==> config.mk <==
export PLATFORM = sky130hd
export DESIGN_NAME = button_short_long_press_detector_top_flat
export DESIGN_NICKNAME = d
export VERILOG_FILES = /design/src/rtl/bslp_pkg.sv /design/src/rtl/bslp_if.sv /design/src/rtl/bslp_csr.sv /design/src/rtl/bslp_step.sv /design/src/rtl/button_short_long_press_detector_top.sv /design/src/flat_wrapper.sv
export SDC_FILE = /design/constraint.sdc
export NUM_CORES = 1
export LEC_CHECK = 0
export ABC_AREA = 0
export CORE_ASPECT_RATIO = 0.8
export CORE_MARGIN = 4
export CORE_UTILIZATION = 40
export DETAILED_ROUTE_END_ITERATION = 6
export DONT_BUFFER_PORTS = 1
export GPL_TIMING_DRIVEN = 0
export PLACE_DENSITY = 0.64
export SLEW_MARGIN = 20
export SYNTH_ARGS = -nofsm -noshare
export SYNTH_HDL_FRONTEND = slang
export SYNTH_SLANG_ARGS = --single-unit
==> constraint.sdc <==
create_clock -name clock -period 10.19 [get_ports clock]
set_input_delay 2.038 -clock clock [delete_from_list [all_inputs] [get_ports clock]]
set_output_delay 2.038 -clock clock [all_outputs]
set_load 0.005 [all_outputs]
==> src/rtl/bslp_pkg.sv <==
// ----------------------------------------------------------------------------
// bslp_pkg
// Types and constants shared by the button short/long press detector files.
// ----------------------------------------------------------------------------
package bslp_pkg;

   localparam int unsigned DURATION_BITS  = 16;
   localparam int unsigned TICK_IN_BITS   = 32;
   localparam int unsigned CSR_INDEX_BITS = 1;

   typedef enum logic [CSR_INDEX_BITS-1:0] {
      CSR_LONG_PRESS_MS       = 1'b0,
      CSR_RELEASE_DEBOUNCE_MS = 1'b1
   } csr_index_type;

   localparam logic [DURATION_BITS-1:0] LONG_PRESS_RESET       = 16'd1000;
   localparam logic [DURATION_BITS-1:0] RELEASE_DEBOUNCE_RESET = 16'd50;

   typedef enum logic [2:0] {
      PH_IDLE      = 3'd0,
      PH_PRESSED   = 3'd1,
      PH_REL_DEB   = 3'd2,
      PH_WAIT_LONG = 3'd3,
      PH_LONG_DEB  = 3'd4
   } phase_type;

   typedef struct packed {
      logic [TICK_IN_BITS-1:0] tick_now;
      logic                    press_event;
      logic                    button_down;
      logic                    take_short;
      logic                    take_long;
   } req_item_type;

   typedef struct packed {
      logic       short_press;
      logic       long_press;
      logic [2:0] gesture_state;
   } rsp_item_type;

   typedef struct packed {
      phase_type phase;
      logic      short_flag;
      logic      long_flag;
   } flags_type;

   typedef struct packed {
      logic [DURATION_BITS-1:0] long_press_ms;
      logic [DURATION_BITS-1:0] release_debounce_ms;
   } cfg_type;

endpackage

==> src/rtl/bslp_if.sv <==
// ----------------------------------------------------------------------------
// bslp_if
// Valid/ready channel; a transfer happens when valid and ready are both high.
// ----------------------------------------------------------------------------
interface bslp_if #(
   parameter type payload_type = logic
) ();

   logic        valid;
   logic        ready;
   payload_type payload;

   modport source (output valid, output payload, input ready);
   modport sink (input valid, input payload, output ready);

endinterface

==> src/rtl/bslp_csr.sv <==
// ----------------------------------------------------------------------------
// bslp_csr
// Configuration registers for hold time and release debounce time.
// ----------------------------------------------------------------------------
module bslp_csr (
   input  logic                                   clock,
   input  logic                                   reset,
   input  logic                                   csr_we,
   input  logic [bslp_pkg::CSR_INDEX_BITS-1:0]    csr_index,
   input  logic [bslp_pkg::DURATION_BITS-1:0]     csr_wdata,
   output bslp_pkg::cfg_type                      cfg
);
   import bslp_pkg::*;

   cfg_type cfg_ff;
   cfg_type cfg_in;

   always_comb begin
      cfg_in = cfg_ff;
      if (csr_we) begin
         case (csr_index_type'(csr_index))
            CSR_LONG_PRESS_MS: begin
               cfg_in.long_press_ms = csr_wdata;
            end
            CSR_RELEASE_DEBOUNCE_MS: begin
               cfg_in.release_debounce_ms = csr_wdata;
            end
            default: begin
               cfg_in = cfg_ff;
            end
         endcase
      end
   end

   always_ff @(posedge clock) begin
      if (reset) begin
         cfg_ff.long_press_ms       <= LONG_PRESS_RESET;
         cfg_ff.release_debounce_ms <= RELEASE_DEBOUNCE_RESET;
      end else begin
         cfg_ff <= cfg_in;
      end
   end

   assign cfg = cfg_ff;

endmodule

==> src/rtl/bslp_step.sv <==
// ----------------------------------------------------------------------------
// bslp_step
// Gesture state machine step: elapsed-time compares, next state and result.
// ----------------------------------------------------------------------------
module bslp_step #(
   parameter int unsigned TICK_BITS = 32
) (
   input  bslp_pkg::req_item_type   item,
   input  bslp_pkg::flags_type      flags,
   input  logic [TICK_BITS-1:0]     press_start,
   input  logic [TICK_BITS-1:0]     release_start,
   input  bslp_pkg::cfg_type        cfg,
   output bslp_pkg::flags_type      flags_next,
   output logic [TICK_BITS-1:0]     press_start_next,
   output logic [TICK_BITS-1:0]     release_start_next,
   output bslp_pkg::rsp_item_type   rsp
);
   import bslp_pkg::*;

   logic [TICK_BITS-1:0] now;
   logic [TICK_BITS-1:0] press_elapsed;
   logic [TICK_BITS-1:0] release_elapsed;
   logic                 long_done;
   logic                 debounce_done;
   flags_type            stepped;

   assign now             = TICK_BITS'(item.tick_now);
   assign press_elapsed   = now - press_start;
   assign release_elapsed = now - release_start;
   assign long_done       = press_elapsed >= TICK_BITS'(cfg.long_press_ms);
   assign debounce_done   = release_elapsed >= TICK_BITS'(cfg.release_debounce_ms);

   always_comb begin
      stepped            = flags;
      press_start_next   = press_start;
      release_start_next = release_start;
      case (flags.phase)
         PH_IDLE: begin
            if (item.press_event && item.button_down) begin
               press_start_next = now;
               stepped.phase    = PH_PRESSED;
            end
         end
         PH_PRESSED: begin
            if (!item.button_down) begin
               release_start_next = now;
               stepped.phase      = PH_REL_DEB;
            end else if (long_done) begin
               stepped.long_flag = 1'b1;
               stepped.phase     = PH_WAIT_LONG;
            end
         end
         PH_REL_DEB: begin
            if (item.button_down) begin
               stepped.phase = PH_PRESSED;
            end else if (debounce_done) begin
               stepped.short_flag = 1'b1;
               stepped.phase      = PH_IDLE;
            end
         end
         PH_WAIT_LONG: begin
            if (!item.button_down) begin
               release_start_next = now;
               stepped.phase      = PH_LONG_DEB;
            end
         end
         PH_LONG_DEB: begin
            if (item.button_down) begin
               stepped.phase = PH_WAIT_LONG;
            end else if (debounce_done) begin
               stepped.phase = PH_IDLE;
            end
         end
         default: begin
            stepped.phase = PH_IDLE;
         end
      endcase
   end

   always_comb begin
      rsp.short_press   = stepped.short_flag;
      rsp.long_press    = stepped.long_flag;
      rsp.gesture_state = stepped.phase;
      flags_next        = stepped;
      if (item.take_short) begin
         flags_next.short_flag = 1'b0;
      end
      if (item.take_long) begin
         flags_next.long_flag = 1'b0;
      end
   end

endmodule

==> src/rtl/button_short_long_press_detector_top.sv <==
// ----------------------------------------------------------------------------
// button_short_long_press_detector_top
// Detects short and long button presses from timestamped service calls.
//
//   Channel  Direction  Signals
//   req_bus  in         valid, ready, payload (tick_now, press_event,
//                       button_down, take_short, take_long)
//   rsp_bus  out        valid, ready, payload (short_press, long_press,
//                       gesture_state)
//   csr_*    in         csr_we, csr_index, csr_wdata
//
// One item per cycle is sustained while rsp_bus is not stalled. A request
// transfer lands in the input register; when the result register can take
// it, the state machine step updates the gesture state and loads the result
// register. Reset returns the state to idle and the durations to their
// defaults. A stalled result register holds the step; the input register
// still takes one more transfer.
// ----------------------------------------------------------------------------
module button_short_long_press_detector_top #(
   parameter int unsigned TICK_BITS = 32
) (
   input  logic                                clock,
   input  logic                                reset,
   bslp_if.sink                                req_bus,
   bslp_if.source                              rsp_bus,
   input  logic                                csr_we,
   input  logic [bslp_pkg::CSR_INDEX_BITS-1:0] csr_index,
   input  logic [bslp_pkg::DURATION_BITS-1:0]  csr_wdata
);
   import bslp_pkg::*;

   cfg_type              cfg;
   logic                 req_valid_ff;
   req_item_type         req_item_ff;
   logic                 rsp_valid_ff;
   rsp_item_type         rsp_item_ff;
   flags_type            flags_ff;
   flags_type            flags_in;
   logic [TICK_BITS-1:0] press_start_ff;
   logic [TICK_BITS-1:0] press_start_in;
   logic [TICK_BITS-1:0] release_start_ff;
   logic [TICK_BITS-1:0] release_start_in;
   rsp_item_type         rsp_item_in;
   logic                 advance;
   logic                 req_take;

   bslp_csr u_csr (
      .clock     (clock),
      .reset     (reset),
      .csr_we    (csr_we),
      .csr_index (csr_index),
      .csr_wdata (csr_wdata),
      .cfg       (cfg)
   );

   bslp_step #(
      .TICK_BITS (TICK_BITS)
   ) u_step (
      .item               (req_item_ff),
      .flags              (flags_ff),
      .press_start        (press_start_ff),
      .release_start      (release_start_ff),
      .cfg                (cfg),
      .flags_next         (flags_in),
      .press_start_next   (press_start_in),
      .release_start_next (release_start_in),
      .rsp                (rsp_item_in)
   );

   assign advance       = req_valid_ff && (!rsp_valid_ff || rsp_bus.ready);
   assign req_bus.ready = !req_valid_ff || advance;
   assign req_take      = req_bus.valid && req_bus.ready;

   always_ff @(posedge clock) begin
      if (reset) begin
         req_valid_ff     <= 1'b0;
         rsp_valid_ff     <= 1'b0;
         flags_ff.phase   <= PH_IDLE;
         flags_ff.short_flag <= 1'b0;
         flags_ff.long_flag  <= 1'b0;
         press_start_ff   <= '0;
         release_start_ff <= '0;
      end else begin
         if (req_bus.ready) begin
            req_valid_ff <= req_bus.valid;
         end
         if (advance) begin
            rsp_valid_ff     <= 1'b1;
            flags_ff         <= flags_in;
            press_start_ff   <= press_start_in;
            release_start_ff <= release_start_in;
         end else if (rsp_bus.ready) begin
            rsp_valid_ff <= 1'b0;
         end
      end
   end

   always_ff @(posedge clock) begin
      if (req_take) begin
         req_item_ff <= req_bus.payload;
      end
      if (advance) begin
         rsp_item_ff <= rsp_item_in;
      end
   end

   assign rsp_bus.valid   = rsp_valid_ff;
   assign rsp_bus.payload = rsp_item_ff;

endmodule

==> src/flat_wrapper.sv <==
// flat-port wrapper written by rule: the top's interface ports become plain ports
module button_short_long_press_detector_top_flat import bslp_pkg::*;
#(
   parameter int unsigned TICK_BITS = 32
)
  (clock, reset, csr_we, csr_index, csr_wdata, req_bus_valid, req_bus_payload, req_bus_ready, rsp_bus_valid, rsp_bus_payload, rsp_bus_ready);
  bslp_if #(.payload_type(req_item_type)) req_bus_i ();
  bslp_if #(.payload_type(rsp_item_type)) rsp_bus_i ();
  input  logic clock;
  input  logic reset;
  input  logic csr_we;
  input  logic [bslp_pkg::CSR_INDEX_BITS-1:0] csr_index;
  input  logic [bslp_pkg::DURATION_BITS-1:0] csr_wdata;
  input wire logic [$bits(req_bus_i.valid)-1:0] req_bus_valid;
  input wire logic [$bits(req_bus_i.payload)-1:0] req_bus_payload;
  output wire logic [$bits(req_bus_i.ready)-1:0] req_bus_ready;
  output wire logic [$bits(rsp_bus_i.valid)-1:0] rsp_bus_valid;
  output wire logic [$bits(rsp_bus_i.payload)-1:0] rsp_bus_payload;
  input wire logic [$bits(rsp_bus_i.ready)-1:0] rsp_bus_ready;
  assign req_bus_i.valid = req_bus_valid;
  assign req_bus_i.payload = req_bus_payload;
  assign req_bus_ready = req_bus_i.ready;
  assign rsp_bus_valid = rsp_bus_i.valid;
  assign rsp_bus_payload = rsp_bus_i.payload;
  assign rsp_bus_i.ready = rsp_bus_ready;
  button_short_long_press_detector_top #(.TICK_BITS(TICK_BITS)) u_core (.clock(clock), .reset(reset), .req_bus(req_bus_i), .rsp_bus(rsp_bus_i), .csr_we(csr_we), .csr_index(csr_index), .csr_wdata(csr_wdata));
endmodule
==> run summary, run 1 <==
status - complete, no violations
Die Y - 149 microns
syn_area_per_cell - 7.72 sq um
worst ir drop on vdd - 0.124 mV
Die W - 184 microns
fmax - 175 MHz
Pwr per Cell Area - 139 mW/mm^2
via count - 9132
maxcap violations - 0
CP peak stage delay - 0.54 ns
Worst Hold Launch - u_core.release_start_ff[30]
Final period util - 0.561
setup TNS - 0 ns
# IOs - 65
vias in the first global route - 8318
#FFs+latches synth - 144
critical path peak fanout - 8
fin crit period - 5.72 ns
clock-pin slew on the worst setup and hold paths - 0.07 ns
register area share after synthesis - 0.331
Root Driver - clkbuf_16
actual slew at the worst max-slew pin - 0.800 ns
Reg2Reg Depth - 18
r2r setup slk - 4.47 ns
Rows - 51
GPL Wtd Cong - 0.935
final wirelength - 28100 microns
number of DRC markers in iteration 0 - 763
final setup vio count - 0
Primary FF master, synth - dfxtp_1
Worst Path Buf+Inv - 1
Routed wire per std cell - 17.1 microns
switch share - 0.316
EDFF count, synth - 41
CTS Buffer Depth - 2
switching pwr - 0.479 mW
gr busiest metal - met2
WHS Endpoint - u_core.release_start_ff[30]
CTS tree - done
antenna violations before repair - 0
Post-Syn Instances - 1289
Slew Limit Headroom - 0.466
Clock power frac - 0.396
ant diodes - 0
Post-route DRC - 0
Total GRT Usage - 0.203
WP data arrival - 6.06 ns
worst hold path cell count - 2
core region area - 0.0244 sq mm
met1 Track Usage GR - 0.298
RSZ-0062 raised after global routing - false
crit path max-delay cell type - or4_1
Mapped Area - 0.00995 sq mm
layout overhead on the synthesized area - 9.91%
internal power - 1.04 mW
CP Launch Type - flop
most common cell after layout, fill and taps aside - nand2_1
cell family with most CP delay - simple AND/OR/NAND/NOR gates
H-tree Lvls - 4
Post-CTS Setup Repair Bufs - 0
grt met2 use - 0.301
Critical Path RT - 10.54 ns
grt met3 use - 0.0419
Worst Setup End Kind - flop
drt first pass iters - 5
Via-to-Cell Ratio - 5.57
die area - 0.0275 sq mm
cts hold-fix bufs - 0
CTS Sinks - 144
I/O Buffers - 0
crit-path cells - ha_1, clkbuf_1, nand2_1, nor3_1, o311ai_4, nand2_1, nor2_1, xnor2_1, ha_1, a221oi_1, nand4_1, nor3_1, o2111ai_1, or4_1, a2111o_1, or4b_1, or4b_4, a311oi_2
HP Class - flop to flop
Sequential Power Share - 0.416
distinct cell type count after synthesis - 71
Final ANT Viol Nets - 0
layout cells sized above 1 - 0.0439
post-CTS sizing - 0
GRT overflow - 0
FF-to-FF End - u_core.flags_ff[3]
leak pwr - 3.91 nW
placed insts - 1608
syn nets - 1443
fraction of registers with async set/reset - 0
largest net degree at the start of global routing - 21
most frequent cells in the layout - 255 x nand2_1, 168 x a21oi_1, 108 x inv_1
Initial Utilization - 0.407
first-pass GRT wire length - 44200 microns
NumNets Final - 1463
Skew-Pair Late Insertion Delay - 0.43 ns
RR Startpoint - u_core.req_item_ff[14]
Setup CP Type - flop to flop
Clock Skew - 0.00843 ns
Comb pwr share - 0.188
Num CTS Buffers - 17
Final Hold Vio Count - 0
Yosys warnings - 0
dpl hpwl - 22300 microns
Final Max Tran Viols - 0
post-route insts no fill - 1640
## sequential cells by signal, indices dropped and copies added (netlist names)
register and count:
u_core.u_csr.cfg 32, u_core.rsp_bus.valid 1, u_core.flags_ff 5, u_core.req_item_ff 36, u_core.req_valid_ff 1, u_core.rsp_bus.payload 5, u_core.press_start_ff 32, u_core.release_start_ff 32
## worst reg2reg max path: stages, from the launching register on
cell,delay [ns]
edfxtp_1,0.51
ha_1,0.33
clkbuf_1,0.30
nand2_1,0.20
nor3_1,0.35
o311ai_4,0.18
nand2_1,0.15
nor2_1,0.07
xnor2_1,0.19
ha_1,0.29
a221oi_1,0.34
nand4_1,0.13
nor3_1,0.19
o2111ai_1,0.15
or4_1,0.54
a2111o_1,0.39
or4b_1,0.53
or4b_4,0.54
a311oi_2,0.25
## synth_stat cells (all sizes together), types with 10 or more instances
cell type,count,share of area
a21o,20,0.015
a21oi,171,0.089
clkbuf,59,0.022
dfxtp,103,0.21
edfxtp,41,0.12
ha,94,0.12
inv,109,0.041
nand2,255,0.096
nand2b,13,0.0084
nand3,30,0.015
nand4,26,0.016
nor2,66,0.025
nor2b,10,0.0063
nor3,26,0.013
o21a,15,0.011
o21ai,52,0.026
xnor2,27,0.024
xor2,19,0.017
## kinds of logic after synthesis
group / count (synthesis) / synth area share
and+or+nand+nor: 480 / 0.220
AOI/OAI and AO/OA: 346 / 0.217
buffers and inverters: 174 / 0.0661
DFF: 144 / 0.331
adders and majority gates: 96 / 0.122
xor gates and xnor gates: 46 / 0.0405
muxes: 3 / 0.00314
## final cells by class
type,instances,area [sq um]
clock buffers,17,425
clock inverters,15,124
inverters,109,409
multi-input cells,971,6010
plain buffers,65,249
flip-flops and latches,144,3290
well taps,318,398
repair buffers,1,27.5
fillers,2433,13500
## how the worst max path moves through the flow
| stage | startpoint | endpoint | slack [ns] | cells after the start |
|---|---|---|---|---|
| global route | u_core.req_item_ff[14] | u_core.flags_ff[3] | 4.14 | 18 |
| finish | u_core.req_item_ff[14] | u_core.flags_ff[3] | 4.47 | 18 |
| CTS | u_core.req_item_ff[14] | u_core.flags_ff[3] | 4.50 | 18 |
| global placement | u_core.req_item_ff[14] | u_core.flags_ff[3] | 4.58 | 18 |
| floorplan | u_core.req_item_ff[14] | u_core.flags_ff[3] | 5.17 | 18 |
| detailed placement | u_core.req_item_ff[14] | u_core.flags_ff[3] | 4.52 | 18 |
## routing by layer
layer,up-vias,wire [microns]
li1,4555,-
met1,4275,13900
met2,257,11900
met3,45,1660
met4,0,580
met5,-,0
## per-stage QoR
step / total power, mW / utilization / hold WS [ns] / cell area [sq um] / setup WS, ns
floorplan: 0.848 / - / 0.436 / 9950 / 5.17
global placement: 0.919 / 0.423 / 0.442 / 10300 / 4.58
CTS: 1.52 / 0.447 / 0.456 / 10900 / 4.50
detailed placement: 0.924 / 0.425 / 0.446 / 10400 / 4.52
global route: 1.59 / 0.447 / 0.471 / 10900 / 4.14
finish: 1.52 / 0.447 / 0.455 / 10900 / 4.47
## power by group through the flow
| stage | clock network (mW) | registers, mW | logic (mW) |
|---|---|---|---|
| after global placement | 0 | 0.642 | 0.277 |
| after floorplan | 0 | 0.633 | 0.215 |
| final | 0.599 | 0.630 | 0.286 |
| after detailed placement | 0 | 0.642 | 0.281 |
| after CTS | 0.610 | 0.630 | 0.283 |
| after global routing | 0.634 | 0.632 | 0.322 |
Power figures use the tool's default switching activity.
==> inputs of run 2 (changes only) <==
--- a/config.mk
+++ b/config.mk
@@ -12,7 +12,7 @@
 export DETAILED_ROUTE_END_ITERATION = 6
 export DONT_BUFFER_PORTS = 1
 export GPL_TIMING_DRIVEN = 0
-export PLACE_DENSITY = 0.64
+export PLACE_DENSITY = 0.66
 export SLEW_MARGIN = 20
 export SYNTH_ARGS = -nofsm -noshare
 export SYNTH_HDL_FRONTEND = slang
==> constraint.sdc (replaced) <==
create_clock -name clock -period 5.2 [get_ports clock]
set_input_delay 1.04 -clock clock [delete_from_list [all_inputs] [get_ports clock]]
set_output_delay 1.04 -clock clock [all_outputs]
set_load 0.005 [all_outputs]
==> run 2 against run 1 <==
Non-clock buffer count rose by 20. Power rose by 110%. Via count about the same. Combinational power increased by 110%. Sequential share of layout area shrank 1.1 points. Global-route usage up 0.087 points. Sequential power grew 95%. Die area did not move. Register-to-register slack got worse by 4.4 ns. Routed wire length rose by 0.28%. Critical path depth unchanged.
==> run summary, run 2 (synthesis results as in run 1) <==
vias in the first global route - 8432
final wirelength - 28200 microns
WHS Endpoint - u_core.release_start_ff[10]
GPL Wtd Cong - 0.931
Clock power frac - 0.415
drt first pass iters - 5
layout cells sized above 1 - 0.0812
switch share - 0.294
Final Util - 0.464
worst ir drop on vdd - 0.247 mV
internal power - 2.21 mW
RSZ-0062 raised after global routing - true
via count - 9138
CTS tree - done
layout overhead on the synthesized area - 14.0%
Final period util - 0.983
Pwr per Cell Area - 275 mW/mm^2
max reg flops - 36
Comb pwr share - 0.189
Post-route DRC - 0
largest net degree at the start of global routing - 21
Reg2Reg Depth - 18
antenna violations before repair - 0
Initial Utilization - 0.407
Skew-Pair Late Insertion Delay - 0.43 ns
Num CTS Buffers - 17
ant diodes - 0
clock-pin slew on the worst setup and hold paths - 0.07 ns
maxcap violations - 0
fmax - 196 MHz
H-tree Lvls - 4
# IOs - 65
Fillers - 2410
Setup CP Type - flop to flop
Clock Skew - 0.0126 ns
fin worst setup slack - 0.0901 ns
status - complete, no violations
Sequential Power Share - 0.395
most common cell after layout, fill and taps aside - nand2_1
dpl hpwl - 22100 microns
Final ANT Viol Nets - 0
Critical Path RT - 5.54 ns
Slew Limit Headroom - 0.312
fin crit period - 5.11 ns
Root Driver - clkbuf_16
Final Max Tran Viols - 0
GRT overflow - 0
Total Power Consumption - 3.12 mW
Worst Hold Launch - u_core.release_start_ff[10]
final setup vio count - 0
dpl ws - -0.473 ns
die area - 0.0275 sq mm
leak pwr - 4.07 nW
Worst Setup End Kind - flop
Routed wire per std cell - 17.0 microns
most frequent cells in the layout - 253 x nand2_1, 161 x a21oi_1, 108 x inv_1
Die W - 184 microns
switching pwr - 0.918 mW
CTS Sinks - 144
WP data arrival - 5.45 ns
HP Class - flop to flop
I/O Buffers - 0
NumNets Final - 1483
Largest Register - u_core.req_item_ff
CP Launch Type - flop
r2r setup slk - 0.09 ns
placed insts - 1608
cts hold-fix bufs - 0
Via-to-Cell Ratio - 5.50
Die Y - 149 microns
worst hold path cell count - 2
Rows - 51
CTS Buffer Depth - 2
number of DRC markers in iteration 0 - 776
FF-to-FF End - u_core.flags_ff[3]
post-route insts no fill - 1660
Hold Slack - 0.452 ns
actual slew at the worst max-slew pin - 1.02 ns
first-pass GRT wire length - 44300 microns
critical path peak fanout - 4
core region area - 0.0244 sq mm
Final Hold Vio Count - 0
Total GRT Usage - 0.204
RR Startpoint - u_core.req_item_ff[6]
## run 2: cell count changes in the layout (fill, tap and decap cells not counted), moves of 4 or more
cell	change
buf_4	+22
a21oi_1	-7
ha_1	-7
a21oi_2	+6
ha_4	+5
inv_6	-4
o21ai_0	-4
## run 2: routing by layer
layer  track usage  vias to the layer above  wire length (microns)
met5             0                        -                      0
met4        0.0595                        0                    563
met3        0.0429                       38                   1750
met2         0.308                      265                  12300
met1         0.294                     4241                  13500
li1              -                     4594                      -
## run 2: area by class of cell
type / instances / area [sq um] / area share
Multi-Input combinational cell: 971 / 6170 / 0.544
Sequential cell: 144 / 3290 / 0.290
Clock buffer: 18 / 439 / 0.0387
Inverter: 109 / 409 / 0.0361
Tap cell: 318 / 398 / 0.0351
Buffer: 62 / 250 / 0.0221
Timing Repair Buffer: 24 / 204 / 0.0180
Clock inverter: 14 / 183 / 0.0161
## run 2: stage by stage
step                      instance area [sq um]  setup TNS (ns)
after floorplan                            9950               0
after global placement                    10300          -0.708
after detailed placement                  10400          -0.818
after CTS                                 11100               0
after global routing                      11300         -0.0892
final                                     11300               0
## run 2: repair_timing
| action | 4_1_cts | 5_1_grt |
|---|---|---|
| pin swaps | 9 | 27 |
| resized for setup | 16 | 29 |
| buffers inserted | 9 | 14 |
| endpoints found under the setup margin | 2 | 4 |
## run 2: critical path: stages, from the launching register on
cell	delay, ns
edfxtp_1	0.47
ha_4	0.29
o211ai_1	0.27
a21oi_4	0.07
buf_6	0.13
o311ai_4	0.26
nand2_2	0.10
nor2_2	0.10
xnor2_1	0.10
ha_1	0.36
a221oi_2	0.29
nand4_1	0.13
nor3_2	0.20
o2111ai_1	0.11
or4_1	0.51
a2111o_1	0.31
or4b_4	0.55
or4b_4	0.50
a311oi_2	0.26
## run 2: power by group through the flow
stage	Sequential, mW	Combinational (mW)	Clock (mW)
after global routing	1.24	0.664	1.37
after floorplan	1.24	0.421	0
after detailed placement	1.26	0.548	0
after CTS	1.23	0.567	1.32
final	1.23	0.592	1.30
after global placement	1.26	0.539	0
## run 2: how the worst max path moves through the flow
stage,start,end,slack [ns]
after global placement,u_core.req_item_ff[14],u_core.flags_ff[3],-0.41
after CTS,u_core.req_item_ff[7],u_core.flags_ff[3],0.01
after floorplan,u_core.req_item_ff[14],u_core.flags_ff[3],0.18
after detailed placement,u_core.req_item_ff[14],u_core.flags_ff[3],-0.47
final,u_core.req_item_ff[6],u_core.flags_ff[3],0.09
after global routing,u_core.req_item_ff[6],u_core.flags_ff[3],-0.09
